===== src/hw/rtl/pis_pkg.sv =====
// shared types, reset values and saturation helpers for the particle step block
package pis_pkg;

    typedef enum logic [2:0] {
        CFG_FRAME_STEP  = 3'd0,
        CFG_GRAVITY_X   = 3'd1,
        CFG_GRAVITY_Y   = 3'd2,
        CFG_GRAVITY_Z   = 3'd3,
        CFG_DRAG_RATE   = 3'd4,
        CFG_START_COLOR = 3'd5,
        CFG_END_COLOR   = 3'd6
    } t_cfg_idx;

    localparam logic [30:0] FRAME_STEP_RST  = 31'd1092;
    localparam logic [31:0] GRAVITY_X_RST   = 32'h0000_0000;
    localparam logic [31:0] GRAVITY_Y_RST   = 32'hFFF6_3333;
    localparam logic [31:0] GRAVITY_Z_RST   = 32'h0000_0000;
    localparam logic [30:0] DRAG_RATE_RST   = 31'd0;
    localparam logic [31:0] START_COLOR_RST = 32'hFFFF_FFFF;
    localparam logic [31:0] END_COLOR_RST   = 32'h0000_0000;

    typedef struct packed {
        logic [2:0][31:0] pos;
        logic [2:0][31:0] vel;
        logic [31:0]      ang;
        logic [30:0]      age;
    } t_motion;

    typedef struct packed {
        logic [30:0] s0;
        logic [30:0] s1;
    } t_sizes;

    typedef struct packed {
        t_motion     mot;
        logic [30:0] size;
        logic [31:0] color;
        logic        dead;
    } t_result;

    function automatic logic [31:0] sat_s32(input logic signed [63:0] x);
        logic [31:0] r;
        if (x > 64'sd2147483647) begin
            r = 32'h7FFF_FFFF;
        end else if (x < -64'sd2147483648) begin
            r = 32'h8000_0000;
        end else begin
            r = x[31:0];
        end
        return r;
    endfunction

    function automatic logic [30:0] sat_u31(input logic signed [63:0] x);
        logic [30:0] r;
        if (x > 64'sd2147483647) begin
            r = 31'h7FFF_FFFF;
        end else if (x < 64'sd0) begin
            r = 31'd0;
        end else begin
            r = x[30:0];
        end
        return r;
    endfunction

    function automatic logic [7:0] clamp_u8(input logic signed [63:0] x);
        logic [7:0] r;
        if (x > 64'sd255) begin
            r = 8'hFF;
        end else if (x < 64'sd0) begin
            r = 8'h00;
        end else begin
            r = x[7:0];
        end
        return r;
    endfunction

    function automatic logic signed [63:0] sext64(input logic [31:0] v);
        return $signed({{32{v[31]}}, v});
    endfunction

endpackage


===== src/hw/rtl/pis_div.sv =====
// pipelined restoring divider for the life fraction, one quotient bit a stage
module pis_div import pis_pkg::*; #(
    parameter int FRAC_BITS = 16
) (
    input  logic               i_clk,
    input  logic               i_en,
    input  logic [30:0]        i_num,
    input  logic [30:0]        i_den,
    input  t_sizes             i_side,
    output logic [FRAC_BITS:0] o_t,
    output logic               o_dead,
    output t_sizes             o_side
);

    localparam logic [FRAC_BITS:0] ONE_T = (FRAC_BITS+1)'(1) << FRAC_BITS;

    logic [30:0]          r_rem  [FRAC_BITS];
    logic [FRAC_BITS-1:0] r_q    [FRAC_BITS];
    logic [30:0]          r_den  [FRAC_BITS];
    logic                 r_dead [FRAC_BITS];
    t_sizes               r_side [FRAC_BITS];

    logic [30:0]          s_rem  [FRAC_BITS];
    logic [FRAC_BITS-1:0] s_q    [FRAC_BITS];
    logic [30:0]          s_den  [FRAC_BITS];
    logic                 s_dead [FRAC_BITS];
    t_sizes               s_side [FRAC_BITS];

    logic [30:0]          n_rem  [FRAC_BITS];
    logic [FRAC_BITS-1:0] n_q    [FRAC_BITS];
    logic [31:0]          shifted;
    logic [31:0]          diff;
    logic                 dead0;

    assign dead0 = (i_den == 31'd0) || (i_num >= i_den);

    always_comb begin
        s_rem[0]  = dead0 ? 31'd0 : i_num;
        s_q[0]    = '0;
        s_den[0]  = i_den;
        s_dead[0] = dead0;
        s_side[0] = i_side;
        for (int k = 1; k < FRAC_BITS; k++) begin
            s_rem[k]  = r_rem[k-1];
            s_q[k]    = r_q[k-1];
            s_den[k]  = r_den[k-1];
            s_dead[k] = r_dead[k-1];
            s_side[k] = r_side[k-1];
        end
    end

    // the remainder stays below the divisor, so the doubled value fits 32 bits
    always_comb begin
        shifted = '0;
        diff    = '0;
        for (int k = 0; k < FRAC_BITS; k++) begin
            shifted = {s_rem[k], 1'b0};
            diff    = shifted - {1'b0, s_den[k]};
            if (shifted >= {1'b0, s_den[k]}) begin
                n_rem[k] = diff[30:0];
                n_q[k]   = {s_q[k][FRAC_BITS-2:0], 1'b1};
            end else begin
                n_rem[k] = shifted[30:0];
                n_q[k]   = {s_q[k][FRAC_BITS-2:0], 1'b0};
            end
        end
    end

    always_ff @(posedge i_clk) begin
        if (i_en) begin
            for (int k = 0; k < FRAC_BITS; k++) begin
                r_rem[k]  <= n_rem[k];
                r_q[k]    <= n_q[k];
                r_den[k]  <= s_den[k];
                r_dead[k] <= s_dead[k];
                r_side[k] <= s_side[k];
            end
        end
    end

    assign o_t    = r_dead[FRAC_BITS-1] ? ONE_T : {1'b0, r_q[FRAC_BITS-1]};
    assign o_dead = r_dead[FRAC_BITS-1];
    assign o_side = r_side[FRAC_BITS-1];

endmodule


===== config.mk =====
export PLATFORM = sky130hd
export DESIGN_NAME = pis_div
export DESIGN_NICKNAME = d
export VERILOG_FILES = /design/src/hw/rtl/pis_pkg.sv /design/src/hw/rtl/pis_div.sv
export SDC_FILE = /design/constraint.sdc
export NUM_CORES = 2
export LEC_CHECK = 0
export BUFFER_PORTS_ARGS = -buffer_cell sky130_fd_sc_hd__buf_2
export CAP_MARGIN = 20
export CORE_AREA = 2 2 398 400
export CTS_CLUSTER_DIAMETER = 100
export CTS_CLUSTER_SIZE = 30
export DETAILED_ROUTE_END_ITERATION = 6
export DIE_AREA = 0 0 400 402
export GPL_ROUTABILITY_DRIVEN = 0
export PLACE_DENSITY_LB_ADDON = 0.25
export SLEW_MARGIN = 5
export SYNTH_ARGS = -nofsm -noshare
export SYNTH_HDL_FRONTEND = slang
export SYNTH_SLANG_ARGS = --single-unit

===== constraint.sdc =====
create_clock -name i_clk -period 7.36 [get_ports i_clk]
set_clock_uncertainty 0.05 [all_clocks]
set_input_delay 1.84 -clock i_clk [delete_from_list [all_inputs] [get_ports i_clk]]
set_output_delay 1.84 -clock i_clk [all_outputs]
set_load 0.01 [all_outputs]

After elaboration in Yosys (flattened, before gate mapping) --
Memories as Yosys holds them, arrays and structs flattened. Index checks and enable logic that the tools add are counted.
Operators by class: reductions and logical operators 2, $add $sub $neg 16, multiplexer cells 36, magnitude comparators 17
Operators with widths (count):
- 31-bit two-way mux | 17
- 32-bit by 31-bit >= comparator with 1-bit output | 16
- 31-bit subtractor | 16
- 31-bit >= comparator | 1
- 31-bit logical NOT | 1
- 1-bit two-way mux | 18
- 17-bit two-way mux | 1
- 1-bit logical OR | 1
Word-level totals: memories kept 5, register bits 0, memory bits (writable) 2256, input bits 126, output and inout bits 80
Memories:
- r_side | words 16, bits a word 62, rd ports 16, clocked after memory_dff 0, wr ports 16, line pis_div.sv:21 | t_sizes r_side [FRAC_BITS];
- r_den | words 16, bits a word 31, rd ports 15, clocked after memory_dff 0, wr ports 16, line pis_div.sv:19 | logic [30:0] r_den [FRAC_BITS];
- r_rem | words 16, bits a word 31, rd ports 15, clocked after memory_dff 0, wr ports 16, line pis_div.sv:17 | logic [30:0] r_rem [FRAC_BITS];
- r_q | words 16, bits a word 16, rd ports 16, clocked after memory_dff 0, wr ports 16, line pis_div.sv:18 | logic [FRAC_BITS-1:0] r_q [FRAC_BITS];
- r_dead | words 16, bits a word 1, rd ports 16, clocked after memory_dff 0, wr ports 16, line pis_div.sv:20 | logic r_dead [FRAC_BITS];

Longest topological paths before layout --
depth in word-level cells 5, mapped depth 25

Worst setup path before layout --
Ideal clock, no wire load.
path type in2reg, start point in i_den[3], end point mem r_rem[0][1] (data pin), cell stages on the path 21, buffers on the path 2, setup time 0.260 ns, data required time 7.050 ns, arrival 6.503 ns, setup slack 0.547 ns, cells stage by stage inv_1 ha_1 a21o_1 a221o_1 a221o_1 a21oi_1 o2111ai_1 nand2_1 clkbuf_1 and2_1 ha_1 and3_1 a221o_1 a211oi_1 o21ai_0 a221oi_1 o31ai_1 o221a_2 a211oi_4 buf_2 mux2_2
RTL lines:
- from (decl) | line pis_div.sv:8 | input logic [30:0] i_den,
- to (decl) | line pis_div.sv:17

==> metrics.md <==
| Metric | Value |
|---|---|
| WHS Path Cells | `0` |
| Post-CTS resize count | `0` |
| Via count | `51378` |
| Initial antenna violation count | `0` |
| DP Wirelength | `111000 um` |
| Vias in the first global route | `51422` |
| Worst hold endpoint | `r_side[1][208]` |
| P&R area growth vs syn | `6.07%` |
| Nets | `7666` |
| Row cnt | `146` |
| Final period utilization | `0.926` |
| Root Buffer | `clkbuf_16` |
| First-pass GRT wire length | `251000 um` |
| Core footprint | `0.157 mm2` |
| Crit Path Category | `in2reg` |
| Reg2reg start | `r_rem[0][218]` |
| Critical path launch point type | `input pin` |
| Port Buffers | `205` |
| Power density over the cells | `367 mW/mm2` |
| Sequential fraction of the synthesis area | `0.667` |
| CP Data Arrival Time | `7.26 ns` |
| Placed Area | `0.0967 mm2` |
| Initial Util | `0.594` |
| Yosys reg bits | `2074` |
| Detailed Route WL | `154000 um` |
| Leakage | `38.5 nW` |
| Setup WS pre-CTS | `-0.156 ns` |
| Inserted Diodes | `0` |
| Async set or reset register ratio after synthesis | `0` |
| CTS tree | `yes` |
| Slew margin rel. | `0.295` |
| CP Capture Type | `flip-flop` |
| DIE WIDTH | `400 um` |
| Routed wire length per instance | `17.0 um` |
| Post-synth EDFFs | `2074` |
| Final standard cell area without fillers | `0.0990 mm2` |
| Leading register cell type out of synthesis | `edfxtp_1` |
| Setup slack, reg-to-reg | `2.54 ns` |
| Final setup vio count | `0` |
| Post-route ant nets | `0` |
| Fill cell count | `11401` |
| Max-cap violations | `0` |
| Seq. cell area | `0.0623 mm2` |
| Worst VDD drop | `0.000224 V` |
| Hold buffer count at CTS | `0` |
| Most frequent cells in the layout | `edfxtp_1, inv_1, ha_1` |
| DRT iter0 DRCs | `3417` |
| # IOs | `206` |
| Warnings, synthesis | `0` |
| Yosys cell types | `88` |
| Clock Tree Buf Depth | `3` |
| Worst Hold Class | `reg2reg` |
| Fin crit period | `6.82 ns` |
| Multi-input logic area | `0.0278 mm2` |
| Post-DR vias/cell | `5.65` |
| Failing checks | `design-rule violations` |
| RSZ-0062 raised after global routing | `false` |
| TritonCTS Buffers | `80` |
| Max Slew Vio Count | `0` |
| R2r endpoint | `r_rem[1][3]` |
| H-tree depth | `3` |
| Most common cell after layout, fill and taps aside | `edfxtp_1` |
| Share of cells above drive strength 1 | `0.0747` |
| Die area | `0.161 mm2` |
| Largest net degree at the start of global routing | `191` |
| Synthesized cell area | `0.0934 mm2` |
| WHS | `0.349 ns` |
| Fmax | `0.147 GHz` |
| Worst R2R Path Depth | `11` |
| Total track usage | `0.192` |
| Post-Syn Nets | `7496` |
| Crit Path Max Fanout | `26` |
| Setup ws final | `0.541 ns` |
| Die height | `402 um` |
| Least-Margin Pin Slew | `1.04 ns` |
| Worst-path clk slew | `0.11 ns` |
| CP Data Required Time | `7.80 ns` |
| Setup bufs post-CTS | `0` |
| Status | `finished, violations left` |
| Gate Count Post-Synth | `6829` |
| Post-Syn Area per Cell | `13.7 um2` |
| DRC violations left | `1` |
| Hold Path Origin | `r_side[1][146]` |
| Total global routing overflow | `0` |
| DR pass1 iterations | `7` |
| Clock Latency Late Sink | `0.73 ns` |
| Final hold violations | `0` |
| Setup TNS | `0 ns` |
| Clock tree sinks | `2074` |
## layer usage
metal | up-vias | wire [um] | track usage
met5 | - | 0 | 0
met2 | 1083 | 81300 | 0.357
li1 | 25331 | - | -
met4 | 0 | 6580 | 0.0869
met3 | 366 | 4500 | 0.0191
met1 | 24598 | 62100 | 0.223
## worst max-delay path by stage
stage / startpoint / end / slack (ns) / depth (start not counted)
3_5_place_dp: i_den[3] / r_rem[0][1] / -0.16 / 21
6_report: i_den[3] / r_rem[0][1] / 0.54 / 21
5_1_grt: i_den[1] / r_rem[0][7] / 0.34 / 22
4_1_cts: i_den[3] / r_rem[0][28] / 0.66 / 22
3_3_place_gp: i_den[1] / r_rem[0][1] / 0.004 / 21
2_1_floorplan: i_den[3] / r_rem[0][1] / 0.55 / 21
## where the power goes
part / total (mW) / switching [mW] / internal [mW]
clock: 5.36 / 3.28 / 2.08
combinational: 14.1 / 8.05 / 6.01
sequential: 16.9 / 0.970 / 15.9
total: 36.3 / 12.3 / 24.0
## critical path: stages
cell	delay [ns]
buf_2	0.10
inv_1	0.07
ha_1	0.31
a21o_1	0.20
a221o_1	0.35
a221o_1	0.38
a21oi_1	0.29
o2111ai_1	0.16
nand2_1	0.29
and2_1	0.21
ha_1	0.28
and3_1	0.22
a221o_1	0.40
a211oi_1	0.25
o21ai_0	0.17
a221oi_1	0.41
o31ai_1	0.18
o221a_2	0.34
a211oi_4	0.25
buf_12	0.20
mux2_2	0.35
## registers in the layout (all words and copies together), names as in the netlist
| name | cells |
|---|---|
| r_dead | 16 |
| r_den | 465 |
| r_q | 136 |
| r_rem | 465 |
| r_side | 992 |
## cell type report
type	count	area share
sequential	2074	0.629
timing repair buffer	258	0.0164
clock inverter	14	0.00287
clock buffer	84	0.0204
inverter	643	0.0244
tap	2072	0.0262
multi-input combinational	3942	0.281
## logic make-up after synthesis
kind of cell,count (synthesis),share of synthesized area
and+or+nand+nor,1304,0.0671
buffers and inverters,813,0.0360
xor gates and xnor gates,385,0.0361
muxes,119,0.0148
AOI/OAI and AO/OA,1593,0.105
DFF,2074,0.667
adders and majority gates,541,0.0737
## metrics by stage
step | instances | power [mW] | util
final | 9087 | 36.3 | 0.630
after CTS | 9086 | 36.3 | 0.630
after global placement | 8988 | 30.4 | 0.616
after floorplan | 6829 | 27.7 | -
after detailed placement | 8988 | 30.9 | 0.616
after global routing | 9087 | 38.8 | 0.630
## synthesized netlist by cell type (all sizes together) (82+ instances only)
library cell / count / share of area
edfxtp: 2074 / 0.67
o21a: 82 / 0.0066
nor2b: 96 / 0.0064
xnor2: 221 / 0.021
nor2: 278 / 0.011
xor2: 164 / 0.015
o21ai: 479 / 0.026
buf: 110 / 0.0078
a21oi: 467 / 0.025
ha: 526 / 0.070
a21o: 232 / 0.019
inv: 643 / 0.026
mux2: 114 / 0.014
nand3: 90 / 0.0048
nand2: 451 / 0.018
Note: power is estimated with default switching activity, not from simulation.
