<file path="config.mk">
export PLATFORM = sky130hd
export DESIGN_NAME = pis_blend
export DESIGN_NICKNAME = d
export VERILOG_FILES = /design/src/hw/rtl/pis_pkg.sv /design/src/hw/rtl/pis_blend.sv
export SDC_FILE = /design/constraint.sdc
export NUM_CORES = 2
export LEC_CHECK = 0
export BUFFER_PORTS_ARGS = -buffer_cell sky130_fd_sc_hd__buf_2
export CAP_MARGIN = 15
export CORE_AREA = 4 4 281 283
export DETAILED_ROUTE_END_ITERATION = 7
export DIE_AREA = 0 0 285 287
export MAX_ROUTING_LAYER = met4
export PLACE_DENSITY = 0.83
export SYNTH_ARGS = -nofsm -noshare
export SYNTH_HDL_FRONTEND = slang
export SYNTH_SLANG_ARGS = --single-unit
</file>
<file path="constraint.sdc">
create_clock -name i_clk -period 10.3 [get_ports i_clk]
set_clock_uncertainty 0.2 [all_clocks]
set_input_delay 1.03 -clock i_clk [delete_from_list [all_inputs] [get_ports i_clk]]
set_output_delay 1.03 -clock i_clk [all_outputs]
set_load 0.03 [all_outputs]
</file>
<file path="src/hw/rtl/pis_pkg.sv">
// shared types, reset values and saturation helpers for the particle step block
package pis_pkg;

    typedef enum logic [2:0] {
        CFG_FRAME_STEP  = 3'd0,
        CFG_GRAVITY_X   = 3'd1,
        CFG_GRAVITY_Y   = 3'd2,
        CFG_GRAVITY_Z   = 3'd3,
        CFG_DRAG_RATE   = 3'd4,
        CFG_START_COLOR = 3'd5,
        CFG_END_COLOR   = 3'd6
    } t_cfg_idx;

    localparam logic [30:0] FRAME_STEP_RST  = 31'd1092;
    localparam logic [31:0] GRAVITY_X_RST   = 32'h0000_0000;
    localparam logic [31:0] GRAVITY_Y_RST   = 32'hFFF6_3333;
    localparam logic [31:0] GRAVITY_Z_RST   = 32'h0000_0000;
    localparam logic [30:0] DRAG_RATE_RST   = 31'd0;
    localparam logic [31:0] START_COLOR_RST = 32'hFFFF_FFFF;
    localparam logic [31:0] END_COLOR_RST   = 32'h0000_0000;

    typedef struct packed {
        logic [2:0][31:0] pos;
        logic [2:0][31:0] vel;
        logic [31:0]      ang;
        logic [30:0]      age;
    } t_motion;

    typedef struct packed {
        logic [30:0] s0;
        logic [30:0] s1;
    } t_sizes;

    typedef struct packed {
        t_motion     mot;
        logic [30:0] size;
        logic [31:0] color;
        logic        dead;
    } t_result;

    function automatic logic [31:0] sat_s32(input logic signed [63:0] x);
        logic [31:0] r;
        if (x > 64'sd2147483647) begin
            r = 32'h7FFF_FFFF;
        end else if (x < -64'sd2147483648) begin
            r = 32'h8000_0000;
        end else begin
            r = x[31:0];
        end
        return r;
    endfunction

    function automatic logic [30:0] sat_u31(input logic signed [63:0] x);
        logic [30:0] r;
        if (x > 64'sd2147483647) begin
            r = 31'h7FFF_FFFF;
        end else if (x < 64'sd0) begin
            r = 31'd0;
        end else begin
            r = x[30:0];
        end
        return r;
    endfunction

    function automatic logic [7:0] clamp_u8(input logic signed [63:0] x);
        logic [7:0] r;
        if (x > 64'sd255) begin
            r = 8'hFF;
        end else if (x < 64'sd0) begin
            r = 8'h00;
        end else begin
            r = x[7:0];
        end
        return r;
    endfunction

    function automatic logic signed [63:0] sext64(input logic [31:0] v);
        return $signed({{32{v[31]}}, v});
    endfunction

endpackage

</file>
<file path="src/hw/rtl/pis_blend.sv">
// two-stage size and colour blend by the life fraction
module pis_blend import pis_pkg::*; #(
    parameter int FRAC_BITS = 16
) (
    input  logic               i_clk,
    input  logic               i_en,
    input  logic [FRAC_BITS:0] i_t,
    input  t_sizes             i_side,
    input  logic               i_dead,
    input  logic [31:0]        i_c0,
    input  logic [31:0]        i_c1,
    output logic [30:0]        o_size,
    output logic [31:0]        o_color,
    output logic               o_dead
);

    localparam int CW = FRAC_BITS + 11;

    logic signed [31:0]          n_sdiff;
    logic signed [FRAC_BITS+1:0] n_ts;
    logic signed [8:0]           n_cdiff [4];

    logic signed [63:0]   r_sprod;
    logic signed [CW-1:0] r_cprod [4];
    logic [30:0]          r_s0;
    logic                 r_dead1;

    always_comb begin
        n_ts    = $signed({1'b0, i_t});
        n_sdiff = $signed({1'b0, i_side.s1}) - $signed({1'b0, i_side.s0});
        for (int i = 0; i < 4; i++) begin
            n_cdiff[i] = $signed({1'b0, i_c1[8*i +: 8]}) - $signed({1'b0, i_c0[8*i +: 8]});
        end
    end

    always_ff @(posedge i_clk) begin
        if (i_en) begin
            r_sprod <= n_sdiff * n_ts;
            for (int i = 0; i < 4; i++) begin
                r_cprod[i] <= n_cdiff[i] * n_ts;
            end
            r_s0    <= i_side.s0;
            r_dead1 <= i_dead;
        end
    end

    logic signed [63:0] n_cext [4];
    logic [31:0]        n_color;

    always_comb begin
        for (int i = 0; i < 4; i++) begin
            n_cext[i] = 64'(r_cprod[i]);
            n_color[8*i +: 8] = clamp_u8($signed({56'd0, i_c0[8*i +: 8]})
                                         + (n_cext[i] >>> FRAC_BITS));
        end
    end

    always_ff @(posedge i_clk) begin
        if (i_en) begin
            o_size  <= sat_u31($signed({33'd0, r_s0}) + (r_sprod >>> FRAC_BITS));
            o_color <= n_color;
            o_dead  <= r_dead1;
        end
    end

endmodule

</file>
== Word level (Yosys, flattened, before mapping) ==
Memory sizes are Yosys's and may differ from the RTL's.
Index checks and enable logic that the tools add are counted.

* RAM bits: 108
* Register bits after elaboration: 146
* Output and inout port bits: 64
* Memories kept: 1
* Bits in read-only memories: 0
* Bits of input ports: 146
* Bits in latches: 0

{| class="wikitable"
|+ Memory list
! memory !! words !! bits a word !! read ports !! clocked after Yosys merged registers in !! write ports !! line !! RTL
|-
| r_cprod || 4 || 27 || 4 || 0 || 4 || pis_blend.sv:24 || <nowiki>logic signed [CW-1:0] r_cprod [4];</nowiki>
|}

* Reduce and logical (&&, ||, !) cells: 0
* Muxes and demuxes: 7
* Magnitude comparators: 10
* Bitwise operators: 0
* Multipliers: 5
* Equal/unequal tests: 0
* Add/sub/neg operators: 10
* Div/mod/pow operators: 0
* Shift-type cells: 0

{| class="wikitable"
|+ Operator list
! kind !! number
|-
| 9-bit by 18-bit multiplier with 27-bit output || 4
|-
| 32-bit by 18-bit multiplier with 50-bit output || 1
|-
| 9-bit by 11-bit adder with 12-bit output || 4
|-
| 12-bit by 9-bit greater-than comparator with 1-bit output (second input constant) || 4
|-
| 12-bit by 1-bit < comparator with 1-bit output (second input constant) || 4
|-
| 8-bit by 8-bit subtractor with 9-bit output || 4
|-
| 32-bit by 34-bit adder with 35-bit output || 1
|-
| 35-bit by 32-bit greater-than comparator with 1-bit output (second input constant) || 1
|-
| 35-bit by 1-bit < comparator with 1-bit output (second input constant) || 1
|-
| 8-bit two-way mux || 4
|-
| 31-bit by 31-bit subtractor with 32-bit output || 1
|-
| 31-bit two-way mux || 1
|-
| 1-bit two-way mux || 2
|}

== Depth between registers and ports, before layout ==
An unclocked memory read counts as a cell.

* Depth after elaboration: 4
* Depth in mapped cells: 36

== Worst setup path after synthesis ==
No wires, ideal clock.

* Path kind: input to register
* Start: input i_side[33] (netlist bit)
* End: register r_sprod[40], data pin
* Path buffers: 1
* Required time: 9.840 ns
* Data arrival time: 8.583 ns
* Setup time: 0.260 ns
* Slack: 1.257 ns
* Stages: 34
* Cell sequence: inv_1 -> ha_1 -> nor2b_1 -> o31a_1 -> o41a_1 -> and3_1 -> nand3b_4 -> a21oi_1 -> nor2_1 -> o21a_1 -> buf_2 -> and3_1 -> a311o_1 -> fa_1 -> inv_1 -> fa_1 -> fa_1 -> inv_1 -> fa_1 -> fa_1 -> inv_1 -> fa_1 -> inv_1 -> ha_1 -> o21a_1 -> nor2_1 -> a31oi_1 -> or3_1 -> o21ai_1 -> a21oi_1 -> o221ai_1 -> nand2b_1 -> a31oi_1 -> xnor2_1

* Word-level cells in the longest chain between the ends: 2

{| class="wikitable"
|+ RTL lines
! element !! line !! RTL
|-
| start, declared || pis_blend.sv:8 || <nowiki>input t_sizes i_side,</nowiki>
|-
| 31-bit by 31-bit subtractor with 32-bit output || pis_blend.sv:30 || <nowiki>n_sdiff = $signed({1'b0, i_side.s1}) - $signed({1'b0, i_side.s0});</nowiki>
|-
| 32-bit by 18-bit multiplier with 50-bit output || pis_blend.sv:38 || <nowiki>r_sprod <= n_sdiff * n_ts;</nowiki>
|-
| end signal, assigned || pis_blend.sv:38 ||
|-
| end, declared || pis_blend.sv:23 || <nowiki>logic signed [63:0] r_sprod;</nowiki>
|}

No other way between the ends.
A chain may end at the register's enable or synchronous reset.

== Worst setup path in the final report ==
* Start: input i_side[32] (netlist bit)
* End: register r_sprod[42], data pin

The elaborated chain is that of the path after synthesis.

==> results.py <==
metrics = {
    "outcome": {
        "status": "finished, final reports clean",
    },
    "logic_synthesis": {
        "synth-edff-count": 174,
        "yosysSeqAreaShare_pct": 10.6,
        "synth_top_family_by_area": "adder cells",
        "avgSynthCellArea_um2": 9.25,
        "synth-adder-area-share_pct": 51.4,
        "ys_ff_latch": 174,
        "syn_area_mm2": 0.0493,
        "synthXorXnorAreaFrac_pct": 3.23,
        "yosys.area_share.simple_pct": 15.8,
        "synth_cells": 5327,
        "syn_nets": 6927,
        "synth.mux.area_fraction_pct": 0,
        "async_flop_share_pct": 0,
        "ys_warn_count": 0,
        "synth-main-ff-cell": "edfxtp_1",
        "synth_cell_type_count": 74,
        "synth_compound_area_share_pct": 8.04,
    },
    "drt": {
        "route.detailed.drc": 0,
        "viasPerCell": 5.66,
        "vias": 36800,
        "routed_wl_um": 117000,
        "drt_pass1_iterations": 7,
        "wl_per_cell_um": 18.0,
        "drt_iter0_markers": 2581,
        "ant_nets": 0,
    },
    "global_routing": {
        "grt_pass1_vias": 40000,
        "grt_pass1_wl_um": 197000,
        "antenna_found_initial": 4,
        "track_usage_pct": 30.9,
        "grt_overflow": 0,
        "grt_max_degree": 65,
    },
    "critical_path": {
        "critPathTopFamily": "adder cells",
        "cp_slowest_stage_delay_ns": 0.92,
        "cp_num_buf_inv": 5,
        "cp_data_arrival_time_ns": 9.80,
        "crit_fanout": 11,
        "critPathCaptureType": "flip-flop",
        "cp_data_required_time_ns": 10.38,
        "path_class": "input port to flip-flop",
        "start_kind": "input port",
        "cp_common_cell": "fa_1",
        "r2r_slack_ns": 5.89,
        "cp_slowest_cell": "xnor2_1",
    },
    "placement": {
        "place_congestion": 0.929,
        "port_buffers": 209,
        "pre_cts_ws_ns": 0.204,
        "dp_hpwl_um": 90800,
    },
    "clocking": {
        "clock_latency_ns": 0.55,
        "clk_pin_slew_worst_paths_ns": 0.08,
        "cts_tree": "yes",
        "cts_buffer_depth": 2,
        "root_buffer": "clkbuf_16",
        "post_cts_resized": 0,
        "ctsHtreeMaxLevel": 4,
        "holdBufCountCts": 0,
        "clock-sinks": 174,
        "cts_setup_buffers": 0,
        "cts_inserted_buffers": 17,
    },
    "die": {
        "initial_core_util_pct": 64.3,
        "pin_count": 210,
        "fp.dieW_um": 285,
        "core_mm2": 0.0767,
        "rows": 102,
        "die_y_um": 287,
        "die-area_mm2": 0.0818,
    },
    "layout": {
        "syn2layout_area_growth_pct": 5.98,
        "nFillCells": 5812,
        "multiInputGateArea_mm2": 0.0388,
        "finalNetCount": 7033,
        "drive_gt1_share_pct": 7.33,
        "regArea_mm2": 0.00523,
    },
    "timing": {
        "rsz0062_at_grt": "no",
        "tightest_slew_ns": 1.19,
        "maxSlewHeadroom_pct": 19.8,
        "fin_crit_sh_pct": 94.3,
        "setup_viol": 0,
        "tns_ns": 0,
        "max_freq_mhz": 103,
        "setup_ws_ns": 0.588,
        "post-route-min-period_ns": 9.71,
        "hold_violations": 0,
        "slew_violations": 0,
    },
    "hold_path": {
        "hp-class": "flip-flop to flip-flop",
    },
    "flow_run": {
        "maxCapViolCount": 0,
    },
}
==> cell usage in the layout, fill, tap and decap left out, types with 15 or more instances in the layout <==
| cell type | count |
|---|---|
| inv_1 | 1201 |
| fa_1 | 949 |
| nand2_1 | 573 |
| ha_1 | 505 |
| and2_1 | 483 |
| buf_2 | 208 |
| edfxtp_1 | 174 |
| a21oi_1 | 158 |
| nand2b_1 | 138 |
| xnor2_1 | 109 |
| buf_4 | 101 |
| a21o_1 | 100 |
| nor2_1 | 100 |
| nor2b_1 | 73 |
| xor2_1 | 63 |
| o21ai_0 | 62 |
| o21bai_1 | 46 |
| o21a_1 | 36 |
| and3_1 | 32 |
| o21ai_2 | 29 |
| nor3_1 | 27 |
| nand3_1 | 26 |
| a22oi_1 | 18 |
| clkbuf_16 | 17 |
| o21ai_1 | 16 |
| a211oi_1 | 15 |
==> cell type report <==
class	instances	area share [%]
tap	1040	2.49
timing repair buffer	310	3.47
multi-input combinational	3728	74.2
clock inverter	15	0.362
inverter	1202	8.64
clock buffer	17	0.814
antenna	4	0.0192
sequential	174	10.0
==> registers in the layout (all words and copies together), names as in the netlist <==
signal / count
r_dead1: 1
o_dead: 1
r_cprod: 44
o_size: 31
o_color: 32
r_sprod: 34
r_s0: 31
==> worst paths after layout <==
| kind | from | endpoint | depth (start not counted) |
|---|---|---|---|
| min | r_dead1 | o_dead | 0 |
| max | i_side[32] | r_sprod[42] | 33 |
| min reg2reg | r_dead1 | o_dead | 0 |
| max reg2reg | r_sprod[16] | o_size[30] | 13 |
==> Yosys cell counts, types with 46 or more instances <==
cell type / count / area (um^2)
xnor2_1: 113 / 990
nor2b_1: 73 / 457
fa_1: 949 / 19000
o21ai_0: 62 / 310
nand2_1: 573 / 2150
a21oi_1: 158 / 791
and2_1: 483 / 3020
o21bai_1: 46 / 345
inv_1: 1201 / 4510
nor2_1: 101 / 379
a21o_1: 100 / 751
xor2_1: 67 / 587
clkbuf_1: 205 / 769
nand2b_1: 138 / 863
ha_1: 505 / 6320
edfxtp_1: 174 / 5230
==> metal layers <==
layer	vias to the layer above	track usage (%)	routed length (um)
met5	-	-	0
met4	0	12.1	4640
met3	356	5.31	8690
met2	1435	52.0	58700
met1	18500	37.8	45000
li1	16500	-	-
==> kinds of logic (layout without fill, tap and decap cells) <==
logic type                 Yosys count  count (layout)
xor gates and xnor gates           181             181
other                                0               4
and+or+nand+nor                   1514            1514
DFF                                174             174
adders and majority gates         1454            1454
buffers and inverters             1425            1544
AOI/OAI and AO/OA                  579             579
==> per-stage QoR <==
step | utilization [%] | cell area (um^2) | cells | hold WS (ns)
floorplan | - | 49300 | 5327 | 0.200
global route | 68.1 | 52200 | 6489 | 0.256
CTS | 68.1 | 52200 | 6485 | 0.244
detailed placement | 67.3 | 51600 | 6453 | 0.206
global placement | 67.3 | 51600 | 6453 | 0.204
finish | 68.1 | 52200 | 6490 | 0.235
Power is left out: the tool's default activity adds up to more than one toggle a clock period on the data nets, which glitch-free logic cannot reach.
